[src/design/jdc_pkg.sv]
// ----------------------------------------------------------------------------
// jdc_pkg
// Types and constants for the Julian day number to calendar date pipeline.
// Constant divides use exact reciprocals: for x < 2**N and 2**(L-1) < D <= 2**L,
// floor(x / D) == (x * ceil(2**(N+L) / D)) >> (N+L).
// ----------------------------------------------------------------------------
`timescale 1ns / 1ps

package jdc_pkg;

  localparam int unsigned DN_W = 23;

  // Calendar constants
  localparam int unsigned ERA_SWITCH  = 2299160;
  localparam int unsigned GREG_OFS    = 68569;
  localparam int unsigned GREG_CYCLE  = 146097;
  localparam int unsigned YQ_SCALE    = 4000;
  localparam int unsigned YQ_DIV      = 1461001;
  localparam int unsigned LEAP_CYCLE  = 1461;
  localparam int unsigned MONTH_SCALE = 80;
  localparam int unsigned MONTH_DIV   = 2447;
  localparam int unsigned JUL_OFS     = 1402;
  localparam int unsigned JUL_EPOCH   = 4716;
  localparam int unsigned YEAR_DAYS   = 365;
  localparam int unsigned CENTURY     = 100;

  // Gregorian century: x = 4a < 2**26, D = 146097 (L = 18)
  localparam int unsigned CEN_SH = 44;
  localparam logic [26:0] CEN_M =
    27'(((64'd1 << CEN_SH) + 64'(GREG_CYCLE) - 64'd1) / 64'(GREG_CYCLE));

  // Julian four-year cycle: x = b - 1 < 2**24, D = 1461 (L = 11)
  localparam int unsigned JUL_SH = 35;
  localparam logic [24:0] JUL_M =
    25'(((64'd1 << JUL_SH) + 64'(LEAP_CYCLE) - 64'd1) / 64'(LEAP_CYCLE));

  // Gregorian year of century: x = 4000 * (a + 1) < 2**28, D = 1461001 (L = 21)
  // The 4000 scale is folded into the reciprocal.
  localparam int unsigned YQ_SH = 49;
  localparam logic [40:0] YQ_M =
    41'(64'(YQ_SCALE) *
        (((64'd1 << YQ_SH) + 64'(YQ_DIV) - 64'd1) / 64'(YQ_DIV)));

  // Julian year in cycle: x < 2**11, D = 365 (L = 9)
  localparam int unsigned YD_SH = 20;
  localparam logic [11:0] YD_M =
    12'(((64'd1 << YD_SH) + 64'(YEAR_DAYS) - 64'd1) / 64'(YEAR_DAYS));

  // Month index: x = 80 * c < 2**17, D = 2447 (L = 12), 80 folded in
  localparam int unsigned MQ_SH = 29;
  localparam logic [24:0] MQ_M =
    25'(64'(MONTH_SCALE) *
        (((64'd1 << MQ_SH) + 64'(MONTH_DIV) - 64'd1) / 64'(MONTH_DIV)));

  // Century test: x < 2**15, D = 100 (L = 7)
  localparam int unsigned C100_SH = 22;
  localparam logic [15:0] C100_M =
    16'(((64'd1 << C100_SH) + 64'(CENTURY) - 64'd1) / 64'(CENTURY));

  // Day offset of each month index: floor(2447 * mq / 80)
  localparam logic [8:0] MONTH_START [16] = '{
    9'd0,   9'd30,  9'd61,  9'd91,  9'd122, 9'd152, 9'd183, 9'd214,
    9'd244, 9'd275, 9'd305, 9'd336, 9'd367, 9'd397, 9'd428, 9'd458
  };

  // Day within the shifted year and the year before the month carry
  typedef struct packed {
    logic [9:0]         doy;
    logic signed [15:0] base;
    logic               jul;
  } doy_t;

  typedef struct packed {
    logic signed [15:0] year;
    logic [3:0]         month;
    logic [4:0]         day;
  } date_t;

endpackage

[src/design/jdc_era.sv]
// ----------------------------------------------------------------------------
// jdc_era
// Four-stage front end: runs the Gregorian and Julian era formulas side by
// side and selects the day within the shifted year and the base year.
// ----------------------------------------------------------------------------
`timescale 1ns / 1ps

module jdc_era
  import jdc_pkg::*;
(
  input  logic            clk,
  input  logic            rst,
  input  logic            in_valid,
  output logic            in_stall,
  input  logic [DN_W-1:0] day_number,
  output logic            out_valid,
  input  logic            out_stall,
  output doy_t            out_doy
);

  localparam int unsigned NS = 4;

  logic [NS-1:0] v;
  logic [NS-1:0] v_in;
  logic [NS:0]   go;

  // Stage 1 registers
  logic [23:0] s1_a;
  logic [23:0] s1_bm;
  logic [52:0] s1_pc;
  logic [48:0] s1_pj;
  logic        s1_greg;

  // Stage 2 registers
  logic [7:0]  s2_cen;
  logic [15:0] s2_a2;
  logic [12:0] s2_cenj;
  logic [10:0] s2_aj;
  logic        s2_greg;

  // Stage 3 registers
  logic [56:0] s3_py;
  logic [22:0] s3_pyj;
  logic        s3_wrap;
  logic [15:0] s3_a2;
  logic [10:0] s3_aj;
  logic [7:0]  s3_cen;
  logic [12:0] s3_cenj;
  logic        s3_greg;

  // Combinational stage logic
  logic [23:0]        a_sum;
  logic [23:0]        bm_sum;
  logic [7:0]         cen;
  logic [25:0]        cyc_days;
  logic [12:0]        cenj;
  logic [6:0]         yq;
  logic [9:0]         doy_greg;
  logic signed [16:0] base_greg;
  logic [2:0]         qj;
  logic [1:0]         yqj;
  logic [9:0]         doy_jul;
  logic signed [16:0] base_jul;

  // Advance a stage when it is empty or the next one advances
  always_comb begin
    go[NS] = !out_stall;
    for (int k = NS - 1; k >= 0; k--) begin
      go[k] = !v[k] || go[k+1];
    end
  end

  assign v_in      = {v[NS-2:0], in_valid};
  assign in_stall  = !go[0];
  assign out_valid = v[NS-1];

  always_ff @(posedge clk) begin
    if (rst) begin
      v <= '0;
    end else begin
      for (int k = 0; k < NS; k++) begin
        if (go[k]) begin
          v[k] <= v_in[k];
        end
      end
    end
  end

  // Stage 1: offset the day number and start both cycle divides
  assign a_sum  = 24'(day_number) + 24'(GREG_OFS);
  assign bm_sum = 24'(day_number) + 24'(JUL_OFS - 1);

  always_ff @(posedge clk) begin
    if (go[0]) begin
      s1_a    <= a_sum;
      s1_bm   <= bm_sum;
      s1_pc   <= 53'({a_sum, 2'b00}) * 53'(CEN_M);
      s1_pj   <= 49'(bm_sum) * 49'(JUL_M);
      s1_greg <= day_number > DN_W'(ERA_SWITCH);
    end
  end

  // Stage 2: take the cycle counts and the day within each cycle
  assign cen      = 8'(s1_pc >> CEN_SH);
  assign cyc_days = 26'(cen) * 26'(GREG_CYCLE) + 26'd3;
  assign cenj     = 13'(s1_pj >> JUL_SH);

  always_ff @(posedge clk) begin
    if (go[1]) begin
      s2_cen  <= cen;
      s2_a2   <= 16'(s1_a - 24'(cyc_days >> 2));
      s2_cenj <= cenj;
      s2_aj   <= 11'(s1_bm + 24'd1 - 24'(cenj * 13'(LEAP_CYCLE)));
      s2_greg <= s1_greg;
    end
  end

  // Stage 3: start the year-in-cycle divides
  always_ff @(posedge clk) begin
    if (go[2]) begin
      s3_py   <= (57'(s2_a2) + 57'd1) * 57'(YQ_M);
      s3_pyj  <= 23'(s2_aj - 11'd1) * 23'(YD_M);
      s3_wrap <= s2_aj == 11'(LEAP_CYCLE);
      s3_a2   <= s2_a2;
      s3_aj   <= s2_aj;
      s3_cen  <= s2_cen;
      s3_cenj <= s2_cenj;
      s3_greg <= s2_greg;
    end
  end

  // Stage 4: day within the March-based year and base year for each era
  assign yq        = 7'(s3_py >> YQ_SH);
  assign doy_greg  = 10'(17'(s3_a2) - 17'((18'(yq) * 18'(LEAP_CYCLE)) >> 2) + 17'd31);
  assign base_greg = $signed(17'(s3_cen) * 17'(CENTURY)) - 17'sd4900 + $signed(17'(yq));

  assign qj       = 3'(s3_pyj >> YD_SH);
  assign yqj      = 2'(qj - {2'b00, s3_wrap});
  assign doy_jul  = 10'(12'(s3_aj) - 12'(11'(yqj) * 11'(YEAR_DAYS)) + 12'd30);
  assign base_jul = $signed(17'(s3_cenj) * 17'd4) + $signed(17'(yqj))
                  - $signed(17'(JUL_EPOCH));

  always_ff @(posedge clk) begin
    if (go[3]) begin
      out_doy.doy  <= s3_greg ? doy_greg : doy_jul;
      out_doy.base <= s3_greg ? 16'(base_greg) : 16'(base_jul);
      out_doy.jul  <= !s3_greg;
    end
  end

endmodule

[src/design/jdc_month.sv]
// ----------------------------------------------------------------------------
// jdc_month
// Two-stage month split: divides the day within the year into month and day,
// carries January and February into the next year, skips year zero.
// ----------------------------------------------------------------------------
`timescale 1ns / 1ps

module jdc_month
  import jdc_pkg::*;
(
  input  logic  clk,
  input  logic  rst,
  input  logic  in_valid,
  output logic  in_stall,
  input  doy_t  in_doy,
  output logic  out_valid,
  input  logic  out_stall,
  output date_t out_date
);

  localparam int unsigned NS = 2;

  logic [NS-1:0] v;
  logic [NS-1:0] v_in;
  logic [NS:0]   go;

  logic [34:0] m1_pm;
  doy_t        m1_doy;

  logic [3:0]         mq;
  logic               carry;
  logic signed [15:0] yr_sum;

  // Advance a stage when it is empty or the next one advances
  always_comb begin
    go[NS] = !out_stall;
    for (int k = NS - 1; k >= 0; k--) begin
      go[k] = !v[k] || go[k+1];
    end
  end

  assign v_in      = {v[NS-2:0], in_valid};
  assign in_stall  = !go[0];
  assign out_valid = v[NS-1];

  always_ff @(posedge clk) begin
    if (rst) begin
      v <= '0;
    end else begin
      for (int k = 0; k < NS; k++) begin
        if (go[k]) begin
          v[k] <= v_in[k];
        end
      end
    end
  end

  // Stage 1: start the month divide
  always_ff @(posedge clk) begin
    if (go[0]) begin
      m1_pm  <= 35'(in_doy.doy) * 35'(MQ_M);
      m1_doy <= in_doy;
    end
  end

  // Stage 2: month, day and year with the January/February carry
  assign mq     = 4'(m1_pm >> MQ_SH);
  assign carry  = mq >= 4'd11;
  assign yr_sum = m1_doy.base + $signed({15'd0, carry});

  always_ff @(posedge clk) begin
    if (go[1]) begin
      out_date.day   <= 5'(m1_doy.doy - 10'(MONTH_START[mq]));
      out_date.month <= carry ? (mq - 4'd10) : (mq + 4'd2);
      out_date.year  <= (m1_doy.jul && (yr_sum <= 16'sd0)) ? (yr_sum - 16'sd1) : yr_sum;
    end
  end

endmodule

[src/design/jdc_fix.sv]
// ----------------------------------------------------------------------------
// jdc_fix
// Two-stage century check: moves 29 February of a century year after 1599
// that is not a multiple of 400 to 1 March, and holds the output register.
// ----------------------------------------------------------------------------
`timescale 1ns / 1ps

module jdc_fix
  import jdc_pkg::*;
(
  input  logic               clk,
  input  logic               rst,
  input  logic               in_valid,
  output logic               in_stall,
  input  date_t              in_date,
  output logic               out_valid,
  input  logic               out_stall,
  output logic signed [15:0] year,
  output logic [3:0]         month,
  output logic [4:0]         day
);

  localparam int unsigned NS = 2;

  logic [NS-1:0] v;
  logic [NS-1:0] v_in;
  logic [NS:0]   go;

  logic [30:0] f1_p;
  date_t       f1_date;

  logic [8:0] q;
  logic       whole;
  logic       fix;

  // Advance a stage when it is empty or the next one advances
  always_comb begin
    go[NS] = !out_stall;
    for (int k = NS - 1; k >= 0; k--) begin
      go[k] = !v[k] || go[k+1];
    end
  end

  assign v_in      = {v[NS-2:0], in_valid};
  assign in_stall  = !go[0];
  assign out_valid = v[NS-1];

  always_ff @(posedge clk) begin
    if (rst) begin
      v <= '0;
    end else begin
      for (int k = 0; k < NS; k++) begin
        if (go[k]) begin
          v[k] <= v_in[k];
        end
      end
    end
  end

  // Stage 1: start the divide of the year by 100
  always_ff @(posedge clk) begin
    if (go[0]) begin
      f1_p    <= 31'(in_date.year[14:0]) * 31'(C100_M);
      f1_date <= in_date;
    end
  end

  // Stage 2: a century year has no remainder; a multiple of 400 has q % 4 == 0
  assign q     = 9'(f1_p >> C100_SH);
  assign whole = 15'(15'(q) * 15'(CENTURY)) == f1_date.year[14:0];
  assign fix   = (f1_date.year > 16'sd1599) && whole && (q[1:0] != 2'b00)
              && (f1_date.month == 4'd2) && (f1_date.day == 5'd29);

  always_ff @(posedge clk) begin
    if (go[1]) begin
      year  <= f1_date.year;
      month <= fix ? 4'd3 : f1_date.month;
      day   <= fix ? 5'd1 : f1_date.day;
    end
  end

endmodule

[src/design/julian_day_to_calendar.sv]
// ----------------------------------------------------------------------------
// julian_day_to_calendar: Julian day number to calendar year, month and day
// Throughput: one transaction per cycle while out_stall is low; each constant
// divide is a reciprocal multiply registered in its own stage. Reset clears
// only the stage valid bits.
// ----------------------------------------------------------------------------
`timescale 1ns / 1ps

module julian_day_to_calendar
  import jdc_pkg::*;
(
  input  logic               clk,
  input  logic               rst,
  input  logic               in_valid,
  output logic               in_stall,
  input  logic [DN_W-1:0]    day_number,
  output logic               out_valid,
  input  logic               out_stall,
  output logic signed [15:0] year,
  output logic [3:0]         month,
  output logic [4:0]         day
);

  logic  era_valid;
  logic  era_stall;
  doy_t  era_doy;
  logic  mon_valid;
  logic  mon_stall;
  date_t mon_date;

  // Era formulas
  jdc_era u_era (
    .clk        (clk),
    .rst        (rst),
    .in_valid   (in_valid),
    .in_stall   (in_stall),
    .day_number (day_number),
    .out_valid  (era_valid),
    .out_stall  (era_stall),
    .out_doy    (era_doy)
  );

  // Month and day split
  jdc_month u_month (
    .clk       (clk),
    .rst       (rst),
    .in_valid  (era_valid),
    .in_stall  (era_stall),
    .in_doy    (era_doy),
    .out_valid (mon_valid),
    .out_stall (mon_stall),
    .out_date  (mon_date)
  );

  // Century leap check and output register
  jdc_fix u_fix (
    .clk       (clk),
    .rst       (rst),
    .in_valid  (mon_valid),
    .in_stall  (mon_stall),
    .in_date   (mon_date),
    .out_valid (out_valid),
    .out_stall (out_stall),
    .year      (year),
    .month     (month),
    .day       (day)
  );

endmodule

[config.mk]
export PLATFORM = sky130hd
export DESIGN_NAME = julian_day_to_calendar
export DESIGN_NICKNAME = d
export VERILOG_FILES = /design/src/design/jdc_pkg.sv /design/src/design/jdc_era.sv /design/src/design/jdc_month.sv /design/src/design/jdc_fix.sv /design/src/design/julian_day_to_calendar.sv
export SDC_FILE = /design/constraint.sdc
export NUM_CORES = 2
export LEC_CHECK = 0
export ABC_AREA = 1
export ABC_CLOCK_PERIOD_IN_PS = 33400
export BUFFER_PORTS_ARGS = -buffer_cell sky130_fd_sc_hd__buf_2
export CAP_MARGIN = 20
export CORE_MARGIN = 2
export CORE_UTILIZATION = 45
export CTS_CLUSTER_DIAMETER = 150
export DETAILED_ROUTE_END_ITERATION = 7
export PLACE_DENSITY = 0.58
export SETUP_SLACK_MARGIN = 0.02
export SYNTH_ARGS = -nofsm -noshare
export SYNTH_HDL_FRONTEND = slang
export SYNTH_SLANG_ARGS = --single-unit
export TNS_END_PERCENT = 20
[constraint.sdc]
create_clock -name clk -period 33.4 [get_ports clk]
set_input_delay 10.02 -clock clk [delete_from_list [all_inputs] [get_ports clk]]
set_output_delay 10.02 -clock clk [all_outputs]
set_load 0.02 [all_outputs]
# Word-level counts from Yosys, hierarchy flattened
# Memories as Yosys holds them, arrays and structs flattened.
# Index checks and enable logic that the tools add are counted.
[totals]
input_bits = 27
out_inout_bits = 27
rom_bits = 144
wordCells = 119
mem_count = 1
regBits = 469
[mem_list]
columns = ["name", "depth", "word_bits", "rd", "rd_clocked_by_memory_dff", "wr", "line_no", "rtl"]
rows = [
  ["(name not given)", 16, 9, 1, 0, 0, "jdc_month.sv:73", "out_date.day <= 5'(m1_doy.doy - 10'(MONTH_START[mq]));"],
]
[op_classes]
bitwise_logic = 1
multipliers = 12
order_cmp = 5
mux = 6
eq_ne = 4
n_reduce_logical = 25
n_addsub = 22
[ops]
columns = ["cell", "count"]
rows = [
  ["multiplier 17 x 34 -> 49 bit, second input constant", 1],
  ["multiplier 24 x 24 -> 47 bit, second input constant", 1],
  ["multiplier 24 x 22 -> 45 bit, second input constant", 1],
  ["two-way mux 16 bit", 2],
  ["multiplier 15 x 13 -> 28 bit, second input constant", 1],
  ["multiplier 10 x 18 -> 26 bit, second input constant", 1],
  ["adder 23 x 11 -> 24 bit, second input constant", 1],
  ["adder 23 x 17 -> 24 bit, second input constant", 1],
  ["greater-than comparator 23 x 22 -> 1 bit, second input constant", 1],
  ["multiplier 23 x 12 -> 22 bit, second input constant", 1],
  ["adder 10 x 5 -> 10 bit, second input constant", 2],
  ["subtractor 10 bit", 2],
  ["adder 18 x 2 -> 18 bit, second input constant", 1],
  ["multiplier 8 x 18 -> 18 bit, second input constant", 1],
  ["adder 16 x 1 -> 17 bit, second input constant", 1],
  ["adder 15 x 2 -> 16 bit", 1],
  ["adder 16 x 2 -> 16 bit", 1],
  ["adder 16 x 8 -> 16 bit", 1],
  ["greater-than comparator 16 x 12 -> 1 bit, second input constant", 1],
  ["less-or-equal comparator 16 x 1 -> 1 bit, second input constant", 1],
  ["subtractor 15 x 13 -> 16 bit, second input constant", 1],
  ["subtractor 16 x 14 -> 16 bit, second input constant", 1],
  ["subtractor 16 bit", 1],
  ["subtractor 16 x 2 -> 16 bit, second input constant", 1],
  ["26 further kinds", 48],
]

# Depth between registers and ports, before layout
[logic_depth]
depth_word = 10
mapped_depth = 38
mapped_depth_nobuf = 38

# Modules after synthesis
# From an unflattened synthesis, not the netlist that was laid out.
[hier_totals]
cells_unflattened = 6668
hier_area_um2 = 59494.6
[modules_own_cells]
columns = ["module", "area_each_um2", "seq_area_each_um2", "cells_per_inst", "instances"]
rows = [
  ["jdc_era", 46703.5, 5245.0, 5226, 1],
  ["jdc_fix", 7140.6, 1811.7, 783, 1],
  ["jdc_month", 5650.4, 1571.5, 659, 1],
]

# Least setup slack after synthesis
# Ideal clock, no wire load.
[synth_path]
path_type = "input port to output port"
startpoint = "input port out_stall"
endpoint = "output port in_stall"
path_buffers = 0
path_stages = 14
required_ns = 23.380
setup_slack_ns = 7.252
arrival_time_ns = 16.128
cell_sequence = "nand2_1 > nor2_1 > inv_1 > nor2_1 > inv_1 > nor2_1 > inv_1 > nor2_1 > inv_1 > nor2_1 > inv_1 > nor2_1 > nand2_1 > inv_1"
[synth_between]
elab_chain_cells = 10
[synth_rtl]
columns = ["element", "line_no", "rtl"]
rows = [
  ["start: declaration", "julian_day_to_calendar.sv:18", "input logic out_stall,"],
  ["logical NOT 1 bit", "jdc_fix.sv:38", "go[NS] = !out_stall;"],
  ["logical OR 1 bit (2 in series)", "jdc_fix.sv:40", "go[k] = !v[k] || go[k+1];"],
  ["net u_fix.go[0]", "jdc_fix.sv:27", "logic [NS:0] go;"],
  ["logical OR 1 bit", "jdc_month.sv:38", "go[k] = !v[k] || go[k+1];"],
  ["net u_month.go[1]", "jdc_month.sv:25", "logic [NS:0] go;"],
  ["logical OR 1 bit", "jdc_month.sv:38", ""],
  ["net u_era.go[4]", "jdc_era.sv:25", "logic [NS:0] go;"],
  ["logical OR 1 bit", "jdc_era.sv:69", "go[k] = !v[k] || go[k+1];"],
  ["net u_era.go[3]", "jdc_era.sv:25", ""],
  ["logical OR 1 bit", "jdc_era.sv:69", ""],
  ["net u_era.go[2]", "jdc_era.sv:25", ""],
  ["logical OR 1 bit (2 in series)", "jdc_era.sv:69", ""],
  ["logical NOT 1 bit", "jdc_era.sv:74", "assign in_stall = !go[0];"],
  ["end: declaration", "julian_day_to_calendar.sv:15", "output logic in_stall,"],
]
# The timed path passes the listed nets, and every way through them passes these cells.

# Worst setup path after layout
[layout_path]
startpoint = "input port out_stall"
endpoint = "output port in_stall"
[layout_between]
elab_chain_cells = 10
[layout_rtl]
columns = ["element", "line_no"]
rows = [
  ["logical NOT 1 bit", "jdc_fix.sv:38"],
  ["logical OR 1 bit", "jdc_fix.sv:40"],
  ["net u_fix.go[1]", "jdc_fix.sv:27"],
  ["logical OR 1 bit", "jdc_fix.sv:40"],
  ["net u_fix.go[0]", "jdc_fix.sv:27"],
  ["logical OR 1 bit", "jdc_month.sv:38"],
  ["net u_month.go[1]", "jdc_month.sv:25"],
  ["logical OR 1 bit", "jdc_month.sv:38"],
  ["net u_era.go[4]", "jdc_era.sv:25"],
  ["logical OR 1 bit", "jdc_era.sv:69"],
  ["net u_era.go[3]", "jdc_era.sv:25"],
  ["logical OR 1 bit", "jdc_era.sv:69"],
  ["net u_era.go[2]", "jdc_era.sv:25"],
  ["logical OR 1 bit (2 in series)", "jdc_era.sv:69"],
  ["logical NOT 1 bit", "jdc_era.sv:74"],
]
# The timed path passes the listed nets, and every way through them passes these cells.

==> results.sh <==
export IMPL_status="finished, violations left"
export IMPL_failed_checks="DRC"
export IMPL_setup_viol=0
export IMPL_antenna_found_initial=2
export IMPL_cts_sinks=290
export IMPL_relSlewSlack_pct=26.7
export IMPL_drive_gt1_share_pct=2.63
export IMPL_worstReg2RegStart="u_era.s2_a2[0]$_DFFE_PP_"
export IMPL_placed_area_sq_mm=0.0609
export IMPL_maxCapViolations=0
export IMPL_synth_async_reset_ratio_pct=0
export IMPL_ant_nets=0
export IMPL_finalSetupTns_ns=0
export IMPL_antennaDiodeCount=0
export IMPL_wirelength_um=139000
export IMPL_arrival_ns=15.22
export IMPL_synthMostInstantiatedCell="inv_1"
export IMPL_dp_hpwl_um=124000
export IMPL_grt_overflow_total=0
export IMPL_slew_violations=0
export IMPL_endpoint_kind="output port"
export IMPL_clock_latency_ns=0.55
export IMPL_cts_resized_gates=0
export IMPL_rrSetupSlack_ns=25.08
export IMPL_hold_end="u_era.s3_cenj[7]$_DFFE_PP_"
export IMPL_synth_area_per_cell_sq_um=9.12
export IMPL_via_count=40700
export IMPL_synth_top_area_share_pct=30.0
export IMPL_firstDrtPassIters=8
export IMPL_grt_pass1_vias=42800
export IMPL_min_period_over_period_pct=75.6
export IMPL_die_x_um=364
export IMPL_grt_max_degree=55
export IMPL_first_iter_violations=2017
export IMPL_synth_edf_count=282
export IMPL_port_buffers=53
export IMPL_clk_pin_slew_worst_paths_ns=0.06
export IMPL_seq_area_frac_synth_pct=14.8
export IMPL_worstPathMaxFanout=54
export IMPL_path_class="in2out"
export IMPL_rsz0062_at_grt="no"
export IMPL_ctsHtreeMaxLevel=2
export IMPL_hp_start="u_era.s2_cenj[7]$_DFFE_PP_"
export IMPL_yosys_area_top_type="fa_1"
export IMPL_critical_path_required_ns=23.38
export IMPL_root_buffer="clkbuf_16"
export IMPL_worst_slew_pin_slew_ns=1.10
export IMPL_gp_congestion=0.986
export IMPL_critPathLaunchType="input pin"
export IMPL_syn2layout_area_growth_pct=6.29
export IMPL_ys_warn_count=0
export IMPL_ys_ff_latch=290
export IMPL_via_per_inst=4.92
export IMPL_drc=2
export IMPL_finClkSkew_ns=0.0207
export IMPL_placementRows=132
export IMPL_grtUsageTotal_pct=21.9
export IMPL_ys_types=63
export IMPL_syn_num_nets=8397
export IMPL_cts_tree="done"
export IMPL_clockBufferDepth=3
export IMPL_wl_per_cell_um=16.8
export IMPL_die_area_sq_mm=0.133
export IMPL_die_height_um=364
export IMPL_cts_setup_buffers=0
export IMPL_nets=8490
export IMPL_synthTopCellsByCount="inv_1 (1,916), ha_1 (1,087), fa_1 (874), nand2_1 (727), nor2_1 (320)"
export IMPL_core_area_sq_mm=0.129
export IMPL_cts_hold_buf=0
export IMPL_finalCriticalPeriod_ns=25.24
export IMPL_cts_buffers_inserted=34
export IMPL_holdPathStages=0
export IMPL_fin_area_sq_mm=0.0621
export IMPL_synth_area_leaders="fa_1 (30%), ha_1 (23%), edfxtp_1 (14%)"
export IMPL_synth_area_sq_mm=0.0584
export IMPL_hold_class="reg2reg"
export IMPL_hold_viol_final=0
export IMPL_reg2reg_to="u_era.s3_py[53]$_DFFE_PP_"
export IMPL_initial_utilization_pct=45.2
export IMPL_r2r_cells=28
export IMPL_postSynthCellCount=6409
export IMPL_fmax_ghz=0.0396
export IMPL_ioPinCount=54
export IMPL_grt_pass1_wl_um=228000
export IMPL_synth_ff_type="edfxtp_1"
worst max-delay path, cell delays in order:
cell     delay, ns
buf_2         0.10
nand2_1       0.21
nor2_1        0.07
inv_1         0.06
buf_4         0.39
nor2_1        0.07
inv_1         0.72
nor2_1        0.08
inv_1         0.76
nor2_1        0.08
inv_1         0.77
nor2_1        0.12
inv_2         0.08
buf_4         0.52
nor2_1        0.20
nand2_2       0.10
buf_4         0.47
inv_1         0.17
buf_2         0.20
routing by layer:
layer	vias up	GRT usage (%)	share of wire, %
li1	20000	-	-
met1	19700	29.4	45
met2	725	37.5	48
met3	202	2.14	3.7
met4	4	6.04	3.2
met5	-	0	0.019
per-stage QoR:
step	setup slack (ns)	cells	hold WS, ns	utilization [%]
final	8.16	8270	0.413	48.1
after global routing	7.33	8270	0.421	48.1
after CTS	7.28	8267	0.417	48.0
after detailed placement	7.31	8205	0.405	47.2
after global placement	7.14	8205	0.401	47.2
after floorplan	7.25	6409	0.400	-
state kept, by name, summed over array words and instances, names as in the netlist, 9 cells and up:
name and flops:
u_era.s1_pj 13, u_month.out_date 25, u_fix.year 16, u_fix.f1_date 25, u_era.s2_aj 11, u_era.out_doy 27, u_era.s1_a 11, u_era.s3_cenj 13
u_fix.f1_p 9, u_month.m1_doy 22, u_era.s2_cenj 13, u_era.s3_aj 10, u_era.s1_bm 11, u_era.s3_a2 10, u_era.s2_a2 16
cell usage in the layout, fill, tap and decap left out, types with 70 or more instances in the layout:
cell	count
a21oi_1	257
edfxtp_1	282
fa_1	874
ha_1	1087
inv_1	1914
nand2_1	726
nand3_1	174
nor2_1	320
o21ai_0	147
xnor2_1	70
xor2_1	171
worst max path at each step:
stage,start,to,slack (ns),cells past startpoint
after detailed placement,out_stall,in_stall,7.31,19
after global placement,out_stall,in_stall,7.14,19
after CTS,out_stall,in_stall,7.28,19
final,out_stall,in_stall,8.16,19
after global routing,out_stall,in_stall,7.33,19
after floorplan,out_stall,in_stall,7.25,14
cell families after synthesis:
kind of cell,synth area share [%]
mux,0.0171
flops,14.8
buf+inv,12.5
compound gates,5.61
simple gates,10.1
fa+ha+maj,53.2
xor+xnor,3.77
layout make-up:
| type | instances | area [sq um] |
|---|---|---|
| Clock buffer | 41 | 877 |
| Clock inverter | 21 | 216 |
| Multi-Input combinational cell | 4177 | 42500 |
| Timing Repair Buffer | 79 | 493 |
| Tap cell | 1742 | 2180 |
| Inverter | 1920 | 7210 |
| Sequential cell | 290 | 8630 |
| Fill cell | 12600 | 67100 |
Power is not shown: default switching activity piles up to over one toggle a cycle in this logic, so the estimate is an artifact.
